**config.mk**
```make
export PLATFORM = sky130hd
export DESIGN_NAME = packet_and_message_deframer
export DESIGN_NICKNAME = d
export VERILOG_FILES = /design/src/hdl/pmd_pkg.sv /design/src/hdl/pmd_core.sv /design/src/hdl/packet_and_message_deframer.sv
export VERILOG_INCLUDE_DIRS = /design/src /design/src/hdl
export SDC_FILE = /design/constraint.sdc
export NUM_CORES = 1
export LEC_CHECK = 0
export ABC_AREA = 0
export BUFFER_PORTS_ARGS = -buffer_cell sky130_fd_sc_hd__clkbuf_2
export CORE_ASPECT_RATIO = 0.7
export CORE_MARGIN = 10
export CORE_UTILIZATION = 40
export CTS_BUF_LIST = sky130_fd_sc_hd__clkbuf_2
export DETAILED_ROUTE_END_ITERATION = 16
export PLACE_DENSITY = 0.57
export REMOVE_ABC_BUFFERS = 1
export SYNTH_ARGS = -nofsm -noshare
export SYNTH_HDL_FRONTEND = slang
export SYNTH_SLANG_ARGS = --single-unit
```
**constraint.sdc**
```tcl
create_clock -name clk -period 4.5 [get_ports clk]
set_input_delay 0.45 -clock clk [delete_from_list [all_inputs] [get_ports clk]]
set_output_delay 0.45 -clock clk [all_outputs]
set_load 0.02 [all_outputs]
```
**src/hdl/packet_and_message_deframer_macros.svh**
```systemverilog
// assertion macros for the packet and message deframer
// used by packet_and_message_deframer.sv, no other dependencies
`ifndef PACKET_AND_MESSAGE_DEFRAMER_MACROS_SVH
`define PACKET_AND_MESSAGE_DEFRAMER_MACROS_SVH

// same-cycle implication, disabled while in reset
`define PMD_ASSERT_IMP(label, clk, rst_n, ante, cons) \
  label: assert property (@(posedge clk) disable iff (!rst_n) (ante) |-> (cons)) \
    else $error("deframer assertion failed");

// next-cycle implication, disabled while in reset
`define PMD_ASSERT_NXT(label, clk, rst_n, ante, cons) \
  label: assert property (@(posedge clk) disable iff (!rst_n) (ante) |=> (cons)) \
    else $error("deframer assertion failed");

`endif

```
**src/hdl/pmd_pkg.sv**
```systemverilog
// types and constants shared by the deframer modules
// no dependencies
`default_nettype none

package pmd_pkg;

  // parser position inside a packet
  typedef enum logic [3:0] {
    PH_HEADER  = 4'd0,
    PH_LEN     = 4'd1,
    PH_RAW     = 4'd2,
    PH_COMP    = 4'd3,
    PH_FLAGS   = 4'd4,
    PH_FLEN    = 4'd5,
    PH_DATA    = 4'd6,
    PH_CONTENT = 4'd7,
    PH_DISCARD = 4'd8
  } phase_t;

  // role tag given to each word
  typedef enum logic [3:0] {
    ROLE_HEADER  = 4'd0,
    ROLE_LEN     = 4'd1,
    ROLE_RAW     = 4'd2,
    ROLE_COMP    = 4'd3,
    ROLE_FLAGS   = 4'd4,
    ROLE_FLEN    = 4'd5,
    ROLE_FDATA   = 4'd6,
    ROLE_TIME    = 4'd7,
    ROLE_CONTENT = 4'd8,
    ROLE_DISCARD = 4'd9
  } role_t;

  localparam logic [2:0] FID_TIME  = 3'd4;
  localparam logic [2:0] FID_EXTRA = 3'd5;
  localparam int unsigned NUM_FIELDS = 6;
  localparam logic [2:0] LEN_LAST_BYTE = 3'd2;
  localparam logic [23:0] TIME_BYTES = 24'd8;
  localparam logic [23:0] EXTRA_LEN_BYTES = 24'd2;

  // outcome of a search for the next present field
  typedef struct packed {
    phase_t      phase;
    logic [2:0]  fidx;
    logic [15:0] frem;
    logic [1:0]  lbc;
    logic        err;
  } nf_t;

  // one tagged word
  typedef struct packed {
    logic [7:0]  data;
    logic [3:0]  kind;
    role_t       role;
    logic [2:0]  fid;
    logic [23:0] bsize;
    logic        done;
    logic        err;
  } res_t;

endpackage

`default_nettype wire

```
**src/hdl/pmd_core.sv**
```systemverilog
// parse state and per-word tagging logic of the deframer
// depends on pmd_pkg
`default_nettype none

module pmd_core (
  input  wire logic          clk,
  input  wire logic          rst_n,
  input  wire logic          step,
  input  wire logic [7:0]    rx_byte,
  input  wire logic [3:0]    message_type,
  output pmd_pkg::res_t      res
);

  pmd_pkg::phase_t ph_r, ph_nxt;
  logic [3:0]  kind_r, kind_nxt;
  logic        comp_r, comp_nxt;
  logic [23:0] la_r, la_nxt;
  logic [23:0] br_r, br_nxt;
  logic [5:0]  pf_r, pf_nxt;
  logic [2:0]  fi_r, fi_nxt;
  logic [15:0] fr_r, fr_nxt;
  logic [1:0]  lbc_r, lbc_nxt;
  logic        err_r, err_nxt;

  // first present field at or after index from, with room check
  function automatic pmd_pkg::nf_t next_field(
    input logic [5:0]  flags,
    input logic [2:0]  from,
    input logic [23:0] br,
    input logic [2:0]  fi_cur,
    input logic [15:0] fr_cur,
    input logic [1:0]  lbc_cur
  );
    pmd_pkg::nf_t r;
    logic [5:0]   avail;
    logic [2:0]   idx;
    r.phase = pmd_pkg::PH_CONTENT;
    r.fidx  = fi_cur;
    r.frem  = fr_cur;
    r.lbc   = lbc_cur;
    r.err   = 1'b0;
    idx     = 3'd0;
    for (int i = 0; i < pmd_pkg::NUM_FIELDS; i++) begin
      avail[i] = flags[i] && (3'(i) >= from);
    end
    for (int i = pmd_pkg::NUM_FIELDS - 1; i >= 0; i--) begin
      if (avail[i]) idx = 3'(i);
    end
    if (|avail) begin
      r.fidx = idx;
      r.lbc  = 2'd0;
      if (idx == pmd_pkg::FID_TIME) begin
        if (br < pmd_pkg::TIME_BYTES) begin
          r.phase = pmd_pkg::PH_DISCARD;
          r.err   = 1'b1;
        end else begin
          r.frem  = 16'(pmd_pkg::TIME_BYTES);
          r.phase = pmd_pkg::PH_DATA;
        end
      end else if (idx == pmd_pkg::FID_EXTRA) begin
        if (br < pmd_pkg::EXTRA_LEN_BYTES) begin
          r.phase = pmd_pkg::PH_DISCARD;
          r.err   = 1'b1;
        end else begin
          r.phase = pmd_pkg::PH_FLEN;
        end
      end else begin
        if (br == 24'd0) begin
          r.phase = pmd_pkg::PH_DISCARD;
          r.err   = 1'b1;
        end else begin
          r.phase = pmd_pkg::PH_FLEN;
        end
      end
    end
    return r;
  endfunction

  pmd_pkg::nf_t nf;
  pmd_pkg::role_t role;
  logic [2:0]  fid;
  logic [23:0] bsize;
  logic        done;
  logic [23:0] la_k;
  logic [23:0] br_dec;
  logic [15:0] fr_k;
  logic [15:0] fr_dec;
  logic [1:0]  lbc_k;
  logic        have_len;

  always_comb begin
    ph_nxt   = ph_r;
    kind_nxt = kind_r;
    comp_nxt = comp_r;
    la_nxt   = la_r;
    br_nxt   = br_r;
    pf_nxt   = pf_r;
    fi_nxt   = fi_r;
    fr_nxt   = fr_r;
    lbc_nxt  = lbc_r;
    err_nxt  = err_r;
    role     = pmd_pkg::ROLE_HEADER;
    fid      = 3'd0;
    bsize    = 24'd0;
    done     = 1'b0;
    nf       = '0;
    la_k     = {la_r[15:0], rx_byte};
    br_dec   = (br_r != 24'd0) ? br_r - 24'd1 : br_r;
    fr_dec   = (fr_r != 16'd0) ? fr_r - 16'd1 : fr_r;
    fr_k     = {8'h00, rx_byte};
    lbc_k    = lbc_r;
    have_len = 1'b0;

    unique case (ph_r) inside
      pmd_pkg::PH_LEN: begin
        role   = pmd_pkg::ROLE_LEN;
        la_nxt = la_k;
        if ({1'b0, lbc_r} == pmd_pkg::LEN_LAST_BYTE) begin
          lbc_nxt = 2'd0;
          bsize   = la_k;
          if (la_k == 24'd0) begin
            done   = 1'b1;
            ph_nxt = pmd_pkg::PH_HEADER;
          end else begin
            br_nxt = la_k;
            if (comp_r) ph_nxt = pmd_pkg::PH_COMP;
            else if (kind_r == message_type) ph_nxt = pmd_pkg::PH_FLAGS;
            else ph_nxt = pmd_pkg::PH_RAW;
          end
        end else begin
          lbc_nxt = lbc_r + 2'd1;
        end
      end
      pmd_pkg::PH_RAW, pmd_pkg::PH_COMP, pmd_pkg::PH_FLAGS, pmd_pkg::PH_FLEN,
      pmd_pkg::PH_DATA, pmd_pkg::PH_CONTENT, pmd_pkg::PH_DISCARD: begin
        bsize  = la_r;
        br_nxt = br_dec;
        case (ph_r)
          pmd_pkg::PH_RAW:  role = pmd_pkg::ROLE_RAW;
          pmd_pkg::PH_COMP: role = pmd_pkg::ROLE_COMP;
          pmd_pkg::PH_FLAGS: begin
            role    = pmd_pkg::ROLE_FLAGS;
            pf_nxt  = rx_byte[5:0];
            nf      = next_field(rx_byte[5:0], 3'd0, br_dec, fi_r, fr_r, lbc_r);
            ph_nxt  = nf.phase;
            fi_nxt  = nf.fidx;
            fr_nxt  = nf.frem;
            lbc_nxt = nf.lbc;
            err_nxt = err_r | nf.err;
          end
          pmd_pkg::PH_FLEN: begin
            role = pmd_pkg::ROLE_FLEN;
            fid  = fi_r;
            if (fi_r == pmd_pkg::FID_EXTRA) begin
              if (lbc_r == 2'd0) begin
                fr_nxt  = {rx_byte, 8'h00};
                lbc_nxt = 2'd1;
              end else begin
                fr_k     = fr_r | {8'h00, rx_byte};
                lbc_k    = 2'd0;
                have_len = 1'b1;
              end
            end else begin
              have_len = 1'b1;
            end
            // field length complete
            if (have_len) begin
              fr_nxt  = fr_k;
              lbc_nxt = lbc_k;
              if (fr_k == 16'd0) begin
                nf      = next_field(pf_r, 3'(fi_r + 3'd1), br_dec, fi_r, fr_k, lbc_k);
                ph_nxt  = nf.phase;
                fi_nxt  = nf.fidx;
                fr_nxt  = nf.frem;
                lbc_nxt = nf.lbc;
                err_nxt = err_r | nf.err;
              end else if ({8'h00, fr_k} > br_dec) begin
                ph_nxt  = pmd_pkg::PH_DISCARD;
                err_nxt = 1'b1;
              end else begin
                ph_nxt = pmd_pkg::PH_DATA;
              end
            end
          end
          pmd_pkg::PH_DATA: begin
            role   = (fi_r == pmd_pkg::FID_TIME) ? pmd_pkg::ROLE_TIME : pmd_pkg::ROLE_FDATA;
            fid    = fi_r;
            fr_nxt = fr_dec;
            if (fr_dec == 16'd0) begin
              nf      = next_field(pf_r, 3'(fi_r + 3'd1), br_dec, fi_r, fr_dec, lbc_r);
              ph_nxt  = nf.phase;
              fi_nxt  = nf.fidx;
              fr_nxt  = nf.frem;
              lbc_nxt = nf.lbc;
              err_nxt = err_r | nf.err;
            end
          end
          pmd_pkg::PH_CONTENT: role = pmd_pkg::ROLE_CONTENT;
          default:             role = pmd_pkg::ROLE_DISCARD;
        endcase
        // last body word closes the packet
        if (br_dec == 24'd0) begin
          done   = 1'b1;
          ph_nxt = pmd_pkg::PH_HEADER;
        end
      end
      default: begin
        kind_nxt = rx_byte[3:0];
        comp_nxt = rx_byte[6];
        la_nxt   = 24'd0;
        br_nxt   = 24'd0;
        pf_nxt   = 6'd0;
        fi_nxt   = 3'd0;
        fr_nxt   = 16'd0;
        lbc_nxt  = 2'd0;
        err_nxt  = 1'b0;
        role     = pmd_pkg::ROLE_HEADER;
        if (rx_byte[7]) begin
          ph_nxt = pmd_pkg::PH_LEN;
        end else begin
          ph_nxt = pmd_pkg::PH_HEADER;
          done   = 1'b1;
        end
      end
    endcase

    res.data  = rx_byte;
    res.kind  = kind_nxt;
    res.role  = role;
    res.fid   = fid;
    res.bsize = bsize;
    res.done  = done;
    res.err   = err_nxt;
  end

  always_ff @(posedge clk) begin
    if (!rst_n) begin
      ph_r   <= pmd_pkg::PH_HEADER;
      kind_r <= 4'd0;
      comp_r <= 1'b0;
      la_r   <= 24'd0;
      br_r   <= 24'd0;
      pf_r   <= 6'd0;
      fi_r   <= 3'd0;
      fr_r   <= 16'd0;
      lbc_r  <= 2'd0;
      err_r  <= 1'b0;
    end else if (step) begin
      ph_r   <= ph_nxt;
      kind_r <= kind_nxt;
      comp_r <= comp_nxt;
      la_r   <= la_nxt;
      br_r   <= br_nxt;
      pf_r   <= pf_nxt;
      fi_r   <= fi_nxt;
      fr_r   <= fr_nxt;
      lbc_r  <= lbc_nxt;
      err_r  <= err_nxt;
    end
  end

endmodule

`default_nettype wire

```
**src/hdl/packet_and_message_deframer.sv**
```systemverilog
// top level of the packet and message deframer: handshake, config register, result register
// depends on pmd_pkg, pmd_core and packet_and_message_deframer_macros.svh
// ---------------------------------------------------------------------------------------------
// Tags each received byte with its role in the packet stream: header, body length, raw or
// compressed body, or, for uncompressed packets whose type equals the message_type register,
// message flags, field lengths, field data, time, content, or discarded after a format error.
// Every word in gives exactly one word out. Throughput is one word per clock while out_stall is low;
// out_valid rises once the word has passed the input register, which takes it at the accepting
// edge on the in_ channel, and the result register, fed by the tagging logic in pmd_core. The in_
// side keeps accepting while a result waits, as long as the input register is free or moving
// on. cfg_wdata is written when cfg_we is high and must only change while no word is in flight.
`default_nettype none
`include "packet_and_message_deframer_macros.svh"

module packet_and_message_deframer (
  input  wire logic        clk,
  input  wire logic        rst_n,
  // config
  input  wire logic        cfg_we,
  input  wire logic [3:0]  cfg_wdata,
  // input words
  input  wire logic        in_valid,
  output logic             in_stall,
  input  wire logic [7:0]  in_rx_byte,
  // tagged words
  output logic             out_valid,
  input  wire logic        out_stall,
  output logic [7:0]       out_byte,
  output logic [3:0]       out_packet_kind,
  output logic [3:0]       out_byte_role,
  output logic [2:0]       out_field_id,
  output logic [23:0]      out_body_size,
  output logic             out_packet_done,
  output logic             out_format_error
);

  logic [3:0]    msg_type_r;
  logic          s1_valid_r;
  logic [7:0]    s1_byte_r;
  logic          out_valid_r;
  pmd_pkg::res_t out_r;
  pmd_pkg::res_t res;
  logic          adv;
  logic          in_acc;
  logic          out_is_hdr;
  logic          out_in_msg;

  // result register free or being drained this cycle
  assign adv      = !out_valid_r || !out_stall;
  assign in_stall = s1_valid_r && !adv;
  assign in_acc   = in_valid && !in_stall;

  // message type register
  always_ff @(posedge clk) begin
    if (!rst_n) begin
      msg_type_r <= 4'd0;
    end else if (cfg_we) begin
      msg_type_r <= cfg_wdata;
    end
  end

  // input register
  always_ff @(posedge clk) begin
    if (!rst_n) begin
      s1_valid_r <= 1'b0;
    end else if (in_acc) begin
      s1_valid_r <= 1'b1;
    end else if (adv) begin
      s1_valid_r <= 1'b0;
    end
  end

  always_ff @(posedge clk) begin
    if (in_acc) begin
      s1_byte_r <= in_rx_byte;
    end
  end

  // parse state advances only when the word moves into the result register
  pmd_core u_core (
    .clk          (clk),
    .rst_n        (rst_n),
    .step         (adv && s1_valid_r),
    .rx_byte      (s1_byte_r),
    .message_type (msg_type_r),
    .res          (res)
  );

  // result register
  always_ff @(posedge clk) begin
    if (!rst_n) begin
      out_valid_r <= 1'b0;
    end else if (adv) begin
      out_valid_r <= s1_valid_r;
    end
  end

  always_ff @(posedge clk) begin
    if (adv && s1_valid_r) begin
      out_r <= res;
    end
  end

  assign out_valid        = out_valid_r;
  assign out_byte         = out_r.data;
  assign out_packet_kind  = out_r.kind;
  assign out_byte_role    = 4'(out_r.role);
  assign out_field_id     = out_r.fid;
  assign out_body_size    = out_r.bsize;
  assign out_packet_done  = out_r.done;
  assign out_format_error = out_r.err;

  // roles seen by the assertions
  assign out_is_hdr = out_valid_r && (out_r.role == pmd_pkg::ROLE_HEADER);
  assign out_in_msg = (out_r.role == pmd_pkg::ROLE_FLAGS) ||
                      (out_r.role == pmd_pkg::ROLE_FLEN) ||
                      (out_r.role == pmd_pkg::ROLE_FDATA) ||
                      (out_r.role == pmd_pkg::ROLE_TIME) ||
                      (out_r.role == pmd_pkg::ROLE_DISCARD);

  // a word leaving the input register always lands in the result register
  `PMD_ASSERT_NXT(a_adv_fills_out, clk, rst_n, s1_valid_r && adv, out_valid_r)

  // back-pressure on the input only when the input register is occupied
  `PMD_ASSERT_IMP(a_stall_needs_s1, clk, rst_n, in_stall, s1_valid_r)

  // header words never carry a body size
  `PMD_ASSERT_IMP(a_hdr_no_size, clk, rst_n, out_is_hdr, out_r.bsize == 24'd0)

  // errors only show up inside a parsed message body
  `PMD_ASSERT_IMP(a_err_in_msg, clk, rst_n, out_valid_r && out_r.err, out_in_msg)

endmodule

`default_nettype wire
```
==> results.yml, run 1 <==
outcome:
  outcome: "completed"
placement:
  placed_area_mm2: 0.00906
  post-place-ws_ns: 0.406
  port_buffers: 63
  hpwl_um: 19400
  place_congestion: 0.947
grt:
  met2_usage: 0.249
  antenna_found_initial: 1
  gr-total-overflow: 0
  grt_busiest_layer: "met1"
  grt_util_met1: 0.305
  globalRouteMet3Util: 0.0537
  grt_max_degree: 74
  grt_pass1_wl_um: 43400
  grt_pass1_vias: 7296
  grt_use_total: 0.194
clocking:
  cts_tree: "yes"
  root_buffer: "clkbuf_2"
  cts_setup_buffers: 0
  clockBufferDepth: 2
  htreeDepth: 4
  cts_resized: 0
  numCtsBuffers: 17
  clkSinkCount: 144
  insertion_delay_ns: 0.72
  cts.clk_slew.worst_paths_ns: 0.27
  cts_hold_buffers: 14
worst_setup_path:
  critPathCaptureType: "register"
  cp_max_fo: 7
  worstPathArrival_ns: 4.77
  crit_type: "register to register"
  critPathLaunchType: "register"
  required_ns: 5.02
final_layout:
  drive_above_1_share: 0.144
  layout.nets: 1102
  nFillCells: 2085
  area.growth.synth_to_final_pct: 12.0
  fin_area_mm2: 0.00951
  final_util: 0.457
synth:
  synth_edf_count: 53
  ys_seq_elements: 144
  avgSynthCellArea_um2: 8.41
  synth.cell_area_mm2: 0.00849
  synth_commonest_cells: "nor2_1 (117), nand2_1 (107), a21oi_1 (93)"
  ys_types: 85
  synth_top_area_share: 0.214
  synth-main-ff-cell: "dfxtp_1"
  syn_inst: 1010
  yosysSeqAreaShare: 0.402
  synth_top_cell_by_area: "dfxtp_1"
  synth.most_common_cell: "nor2_1"
  async_reset_ff_frac: 0
  synthTopCellsByArea: "dfxtp_1 (21%), edfxtp_1 (19%), a21oi_1 (5.5%)"
  ys_warn_count: 0
timing:
  finalHoldViolations: 0
  final.min_clock_period_ns: 4.25
  finalSetupViolCount: 0
  drv_slew: 0
  slew_headroom: 0.218
  tightest_slew_ns: 1.17
  setup_ws_ns: 0.246
  rsz0062_at_grt: "no"
  skew_ns: 0.0398
  max_freq_mhz: 235
  holdWs_ns: 0.0739
  setup_tns_ns: 0
  fin_crit_sh: 0.945
routing:
  routed_via_density: 6.03
  wl_um: 27600
  vias: 8157
  drt_first_pass_iters: 5
  drc: 0
  first_iter_violations: 985
  wire_per_inst_um: 20.4
  ant_nets: 0
floorplanning:
  floorplan.initialDensity: 0.408
  fp.dieH_um: 142
  num_rows: 44
  coreArea_mm2: 0.0208
  die_area_mm2: 0.0276
  io_pins: 64
  chipWidth_um: 194
power:
  power_leakage_nw: 3.55
  power.density_mw_per_mm2: 343
  irDropWorstVdd_uv: 194
min_path:
  min_path_type: "primary input to register"
run:
  maxCapViolCount: 0
==> flip-flops by register name (all words and copies together), names as in the netlist <==
| signal | count |
|---|---|
| u_core.fr_r | 16 |
| s1_byte_r | 8 |
| u_core.lbc_r | 2 |
| out_packet_kind | 4 |
| u_core.err_r | 1 |
| msg_type_r | 4 |
| u_core.pf_r | 6 |
| u_core.br_r | 24 |
| s1_valid_r | 1 |
| out_format_error | 1 |
| u_core.kind_r | 4 |
| out_field_id | 3 |
| u_core.comp_r | 1 |
| out_byte_role | 4 |
| out_valid | 1 |
| out_byte | 8 |
| out_packet_done | 1 |
| u_core.ph_r | 4 |
| u_core.fi_r | 3 |
| u_core.la_r | 24 |
| out_body_size | 24 |
==> where the power goes <==
part	total (mW)	internal (mW)	switching (mW)
clock	0.918	0.344	0.574
sequential	1.47	1.40	0.0610
combinational	0.875	0.300	0.576
total	3.26	2.05	1.21
==> critical path, cell delays in order (launching register included) <==
cell	delay (ns)
dfxtp_1	0.43
inv_1	0.12
ha_1	0.16
nor4b_1	0.31
and4_1	0.38
nand2_1	0.23
nand2_1	0.20
nor2_1	0.08
a21oi_1	0.21
ha_1	0.27
and4_1	0.20
a21oi_1	0.14
nand2_1	0.09
a221oi_1	0.29
a211oi_1	0.20
a311oi_1	0.30
o21ai_0	0.13
a221o_1	0.31
==> cell usage in the layout (no fill, tap or decap), drive strengths merged, types with 6 or more instances in the layout <==
cell type,n
and2,11
a31oi,10
a22o,19
nor3,38
o32ai,8
a221oi,6
and3,8
nor4,17
a21oi,93
clkbuf,80
nor2,117
nand2,107
or4,6
or3,13
o21ai,62
o31ai,7
buf,23
o211ai,10
ha,24
nand4,9
mux2i,11
o21a,6
xor2,9
nand3,47
dfxtp,91
a22oi,10
a21o,8
or2,7
o22ai,9
nor2b,11
dlygate4sd3,14
edfxtp,53
inv,28
a211oi,9
xnor2,10
==> final cells by class <==
type | instances | area (um^2) | area share
diodes | 2 | 5.00 | 0.000526
clock buffers | 17 | 85.1 | 0.00895
clock inverters | 15 | 219 | 0.0230
inverters | 21 | 78.8 | 0.00829
multi-input cells | 777 | 4730 | 0.498
flip-flops and latches | 144 | 3410 | 0.359
well taps | 276 | 345 | 0.0363
repair buffers | 100 | 628 | 0.0661
==> metrics by stage <==
stage          std cells  total power [mW]
2_1_floorplan        942              2.06
3_3_place_gp        1304              2.34
3_5_place_dp        1304              2.33
4_1_cts             1350              3.26
5_1_grt             1352              3.42
6_report            1352              3.26
==> metal layers <==
metal | wire length (um) | part of all wire
met5 | 0 | 0
met2 | 10400 | 0.38
met3 | 3080 | 0.11
met4 | 321 | 0.012
met1 | 13700 | 0.50
==> worst paths after layout <==
kind / startpoint / slack [ns] / end / cells past startpoint
worst min-delay path: cfg_we / 0.07 / msg_type_r[2] / 3
worst max-delay path: u_core.br_r[0] / 0.25 / out_format_error / 17
worst max register to register: u_core.br_r[0] / 0.25 / out_format_error / 17
worst min register to register: u_core.la_r[23] / 0.47 / u_core.la_r[23] / 2
==> cell families (layout without fill, tap and decap cells) <==
| family | after synthesis | after routing | synth area share |
|---|---|---|---|
| other | 0 | 2 | 0 |
| AOI/OAI and AO/OA | 306 | 306 | 0.240 |
| and+or+nand+nor | 414 | 414 | 0.243 |
| DFF | 144 | 144 | 0.402 |
| xor gates and xnor gates | 19 | 19 | 0.0196 |
| adders and majority gates | 24 | 24 | 0.0354 |
| buffers and inverters | 89 | 153 | 0.0426 |
| muxes | 14 | 14 | 0.0169 |
Note: power is estimated with default switching activity, not from simulation.
==> inputs of run 2 (changes only) <==
--- a/config.mk
+++ b/config.mk
@@ -10,10 +10,11 @@
 export BUFFER_PORTS_ARGS = -buffer_cell sky130_fd_sc_hd__clkbuf_2
 export CORE_ASPECT_RATIO = 0.7
 export CORE_MARGIN = 10
-export CORE_UTILIZATION = 40
+export CORE_UTILIZATION = 29
 export CTS_BUF_LIST = sky130_fd_sc_hd__clkbuf_2
 export DETAILED_ROUTE_END_ITERATION = 16
-export PLACE_DENSITY = 0.57
+export MAX_ROUTING_LAYER = met4
+export PLACE_DENSITY = 0.44
 export REMOVE_ABC_BUFFERS = 1
 export SYNTH_ARGS = -nofsm -noshare
 export SYNTH_HDL_FRONTEND = slang
==> run 2 against run 1 <==
  * Global-route usage decreased by 2.2 points
  * Utilization decreased by 12 points
  * Highest routed layer unchanged
  * Via count increased by 0.11%
  * Count of clock-buffer cells in the layout unchanged
  * Register-to-register slack improved by 0.02 ns
  * Critical endpoint unchanged
  * Critical path type unchanged
  * First-iteration DRC count decreased by 0.81%
  * Maximum frequency increased by 0.53%
  * Worst hold slack improved by 0.078 ns
==> results.yml, run 2 (same netlist as run 1, synthesis figures left out) <==
floorplanning:
  num_rows: 52
  fp.dieH_um: 163
  coreArea_mm2: 0.0289
  floorplan.initialDensity: 0.294
  chipWidth_um: 225
  io_pins: 64
  die_area_mm2: 0.0366
timing:
  max_freq_mhz: 236
  finalSetupViolCount: 0
  setup_tns_ns: 0
  final.min_clock_period_ns: 4.23
  fin_crit_sh: 0.940
  slew_headroom: 0.225
  skew_ns: 0.0512
  finalHoldViolations: 0
  tightest_slew_ns: 1.16
  rsz0062_at_grt: "no"
  drv_slew: 0
clocking:
  root_buffer: "clkbuf_2"
  clkSinkCount: 144
  insertion_delay_ns: 0.81
  clockBufferDepth: 2
  htreeDepth: 4
  numCtsBuffers: 17
  cts.clk_slew.worst_paths_ns: 0.29
  cts_tree: "yes"
routing:
  drc: 0
  drt_first_pass_iters: 7
  first_iter_violations: 977
  wire_per_inst_um: 21.0
  vias: 8166
  wl_um: 30700
  routed_via_density: 5.57
  ant_nets: 0
power:
  p_int_mw: 1.95
  p_clk_frac: 0.258
  swShare: 0.391
  p_sw_mw: 1.26
  p_seq_frac: 0.457
  power_leakage_nw: 3.60
  combPwrFrac: 0.285
  irDropWorstVdd_uv: 104
  power.density_mw_per_mm2: 331
final_layout:
  final_util: 0.336
  area.growth.synth_to_final_pct: 14.3
  final_cells: 1466
  nFillCells: 3059
  final_cell_mix: "nor2_1 (116), nand2_1 (107), a21oi_1 (93)"
  final_common_cell: "nor2_1"
  antenna_cells: 0
  drive_above_1_share: 0.153
  layout.nets: 1116
grt:
  grt_pass1_vias: 7560
  grt_max_degree: 74
  grt_use_total: 0.172
  antenna_found_initial: 0
  grt_pass1_wl_um: 47600
  gr-total-overflow: 0
worst_setup_path:
  r2r-end: "out_format_error"
  reg2regPathDepth: 15
  r2r_start: "u_core.br_r[0]"
  rrSetupSlack_ns: 0.27
  cp_max_fo: 7
  crit_type: "register to register"
  worstPathArrival_ns: 4.85
  crit_path_start: "u_core.br_r[0]"
  crit_path_end: "out_format_error"
  critPathCaptureType: "register"
  required_ns: 5.12
  critPathLaunchType: "register"
placement:
  hpwl_um: 21700
  post-place-cells: 1414
  port_buffers: 63
  place_congestion: 0.932
min_path:
  worstHoldStart: "rst_n"
  min_path_type: "primary input to register"
run:
  maxCapViolCount: 0
outcome:
  outcome: "completed"
## run 2: changes by cell type in the layout (fill, tap and decap cells not counted), sizes merged
| cell | delta |
|---|---|
| bufinv | -2 |
| inv | +2 |
| diode | -2 |
| dlygate4sd3 | +5 |
| buf | +9 |
## run 2: worst min-delay path by stage
stage	endpoint	slack, ns	cells past startpoint
6_report	u_core.ph_r[2]	0.15	4
3_3_place_gp	u_core.pf_r[1]	0.44	2
5_1_grt	u_core.ph_r[2]	0.04	4
2_1_floorplan	u_core.pf_r[1]	0.43	2
3_5_place_dp	u_core.la_r[19]	0.45	2
4_1_cts	u_core.br_r[9]	0.02	4
## run 2: metal layers
layer	part of all wire	up-vias	GRT usage
met2	0.38	333	0.215
met1	0.52	3922	0.260
li1	-	3887	-
met5	0	-	-
met3	0.093	24	0.0495
met4	0.0094	0	0.0317
## run 2: per-stage QoR
step	setup WS (ns)	hold WS [ns]	power, mW	instance area (um^2)
2_1_floorplan	0.215	0.427	2.06	8210
3_3_place_gp	0.438	0.443	2.39	9250
3_5_place_dp	0.303	0.448	2.37	9250
4_1_cts	0.294	0.0207	3.23	9690
5_1_grt	0.0270	0.0380	3.40	9710
6_report	0.269	0.152	3.21	9710
## run 2: repair_timing
item                                    CTS  global route
buffers inserted                          0             1
hold buffers                             19             0
endpoints found under the setup margin    0             1
hold endpoints to repair                 14             0
gates resized for setup                   0             3
## run 2: final cells by class
| type | instances | area [um^2] | share of cell area |
|---|---|---|---|
| tap | 378 | 473 | 0.0487 |
| clock buffer | 17 | 85.1 | 0.00877 |
| multi-input combinational | 777 | 4740 | 0.489 |
| sequential | 144 | 3410 | 0.352 |
| inverter | 21 | 78.8 | 0.00812 |
| clock inverter | 15 | 168 | 0.0173 |
| timing repair buffer | 114 | 746 | 0.0768 |
## run 2: worst max-delay path: stages (launching register included)
cell and delay, ns:
dfxtp_1 0.43, inv_1 0.12, ha_1 0.15, nor4b_1 0.32, nand4_1 0.28, buf_4 0.24, nand2_1 0.16, nor2_1 0.09
a21oi_1 0.41, ha_1 0.33, and4_1 0.20, a221oi_1 0.32, a211oi_1 0.22, a311oi_1 0.34, o21ai_0 0.14, a221o_1 0.32
## run 2: power by group through the flow
stage	combinational (mW)	clock [mW]	sequential (mW)
after floorplan	0.562	0	1.50
after global placement	0.895	0	1.49
after detailed placement	0.879	0	1.49
after CTS	0.898	0.871	1.46
after global routing	1.00	0.920	1.47
final	0.915	0.829	1.47
==> inputs of run 3 (changes only) <==
--- a/config.mk
+++ b/config.mk
@@ -13,7 +13,6 @@
 export CORE_UTILIZATION = 29
 export CTS_BUF_LIST = sky130_fd_sc_hd__clkbuf_2
 export DETAILED_ROUTE_END_ITERATION = 16
-export MAX_ROUTING_LAYER = met4
 export PLACE_DENSITY = 0.44
 export REMOVE_ABC_BUFFERS = 1
 export SYNTH_ARGS = -nofsm -noshare
==> run 3 against run 2 <==
  * First-iteration DRC count down 11%
  * Non-clock buffer count is 2 lower
  * Worst hold slack better by 0.0021 ns
  * Global-route usage is 0.63 points lower
  * Via count about the same
  * Critical path type unchanged
  * Largest cell class unchanged
==> results.yml, run 3 (same netlist as run 1, synthesis figures left out) <==
worst_setup_path:
  crit_type: "register to register"
  worstPathArrival_ns: 4.78
  rrSetupSlack_ns: 0.34
  critPathLaunchType: "register"
  cp_max_fo: 8
  cpMaxStageDelayCell: "or4_4"
  critPathCaptureType: "register"
  max_stage_delay_ns: 0.61
  required_ns: 5.12
  path_cells: "or4_4 -> or3_4 -> nor2_1 -> buf_4 -> nor2_1 -> mux2i_2 -> ha_1 -> a21oi_1 -> nor2b_1 -> o21ai_0 -> nand2_1 -> a221oi_1 -> a211oi_2 -> a311oi_1 -> o21ai_0 -> a221o_1"
final_layout:
  layout.nets: 1114
  area.growth.synth_to_final_pct: 14.0
  final_common_cell: "nor2_1"
  drive_above_1_share: 0.152
  multi_input_area_mm2: 0.00474
  nFillCells: 3085
  final_cell_mix: "nor2_1 (117), nand2_1 (107), a21oi_1 (93)"
  regArea_mm2: 0.00341
routing:
  wl_um: 30500
  wire_per_inst_um: 20.8
  drt_first_pass_iters: 6
  routed_via_density: 5.57
  vias: 8159
  ant_nets: 0
  first_iter_violations: 869
  drc: 0
placement:
  post-place-ws_ns: 0.382
  place_congestion: 0.944
  port_buffers: 63
  hpwl_um: 21300
timing:
  skew_ns: 0.0498
  finalHoldViolations: 0
  rsz0062_at_grt: "no"
  tightest_slew_ns: 1.10
  fin_crit_sh: 0.925
  setup_tns_ns: 0
  slew_headroom: 0.262
  setup_ws_ns: 0.339
  drv_slew: 0
  finalSetupViolCount: 0
  final.min_clock_period_ns: 4.16
  max_freq_mhz: 240
power:
  p_clk_frac: 0.257
  p_sw_mw: 1.22
  irDropWorstVdd_uv: 120
  p_int_mw: 1.99
  swShare: 0.380
  combPwrFrac: 0.285
  power.density_mw_per_mm2: 331
  p_seq_frac: 0.458
  power_leakage_nw: 3.58
floorplanning:
  floorplan.initialDensity: 0.294
  die_area_mm2: 0.0366
  num_rows: 52
  chipWidth_um: 225
  coreArea_mm2: 0.0289
  fp.dieH_um: 163
  io_pins: 64
clocking:
  cts.clk_slew.worst_paths_ns: 0.26
  htreeDepth: 4
  clockBufferDepth: 2
  clkSinkCount: 144
  numCtsBuffers: 17
  insertion_delay_ns: 0.82
  cts_tree: "yes"
  root_buffer: "clkbuf_2"
grt:
  grt_max_degree: 74
  grt_pass1_wl_um: 47300
  grt_pass1_vias: 7496
  antenna_found_initial: 2
  gr-total-overflow: 0
  grt_use_total: 0.166
min_path:
  min_path_type: "primary input to register"
run:
  maxCapViolCount: 0
outcome:
  outcome: "completed"
-- run 3: layout make-up --
class,count,area share
Clock inverter,14,0.0158
Tap cell,378,0.0488
Antenna cell,2,0.000517
Inverter,21,0.00814
Sequential cell,144,0.352
Timing Repair Buffer,112,0.0752
Multi-Input combinational cell,777,0.490
Clock buffer,18,0.00930
-- run 3: worst max-delay path, delay by kind of cell, from the launching register on --
| kind | cells | cell delay [ns] |
|---|---|---|
| compound gates | 7 | 1.53 |
| fa+ha+maj | 1 | 0.28 |
| buf+inv | 1 | 0.18 |
| flops | 1 | 0.43 |
| mux | 1 | 0.21 |
| simple gates | 6 | 1.34 |
-- run 3: power groups by stage --
stage / combinational, mW / clock [mW] / sequential, mW
finish: 0.913 / 0.825 / 1.47
global route: 1.01 / 0.887 / 1.47
CTS: 0.892 / 0.847 / 1.46
detailed placement: 0.874 / 0 / 1.49
global placement: 0.886 / 0 / 1.49
floorplan: 0.562 / 0 / 1.50
-- run 3: worst paths after layout --
| path | from | cells past startpoint | to |
|---|---|---|---|
| max | u_core.br_r[8] | 16 | out_format_error |
| min | rst_n | 4 | u_core.br_r[19] |
| max reg2reg | u_core.br_r[8] | 16 | out_format_error |
| min reg2reg | u_core.la_r[17] | 2 | u_core.la_r[17] |
-- run 3: timing repair --
action                                  in CTS  in global routing
endpoints found under the setup margin       0                  2
hold endpoints to repair                    14                  0
hold buffers                                18                  0
setup buffers                                0                  2
resized for setup                            0                  3
-- run 3: routing by layer --
| layer | global-route usage | share of wire |
|---|---|---|
| met4 | 0.0407 | 0.013 |
| met5 | 0 | 0 |
| met1 | 0.258 | 0.51 |
| met2 | 0.213 | 0.38 |
| met3 | 0.0450 | 0.096 |
-- run 3: per-stage QoR --
step / cell area, um^2 / total power, mW / hold slack [ns] / utilization / instances
finish: 9690 / 3.20 / 0.154 / 0.335 / 1466
global route: 9690 / 3.37 / 0.113 / 0.335 / 1466
CTS: 9660 / 3.20 / 0.0653 / 0.334 / 1462
detailed placement: 9230 / 2.36 / 0.444 / 0.320 / 1412
global placement: 9230 / 2.38 / 0.442 / 0.320 / 1412
floorplan: 8210 / 2.06 / 0.427 / - / 942
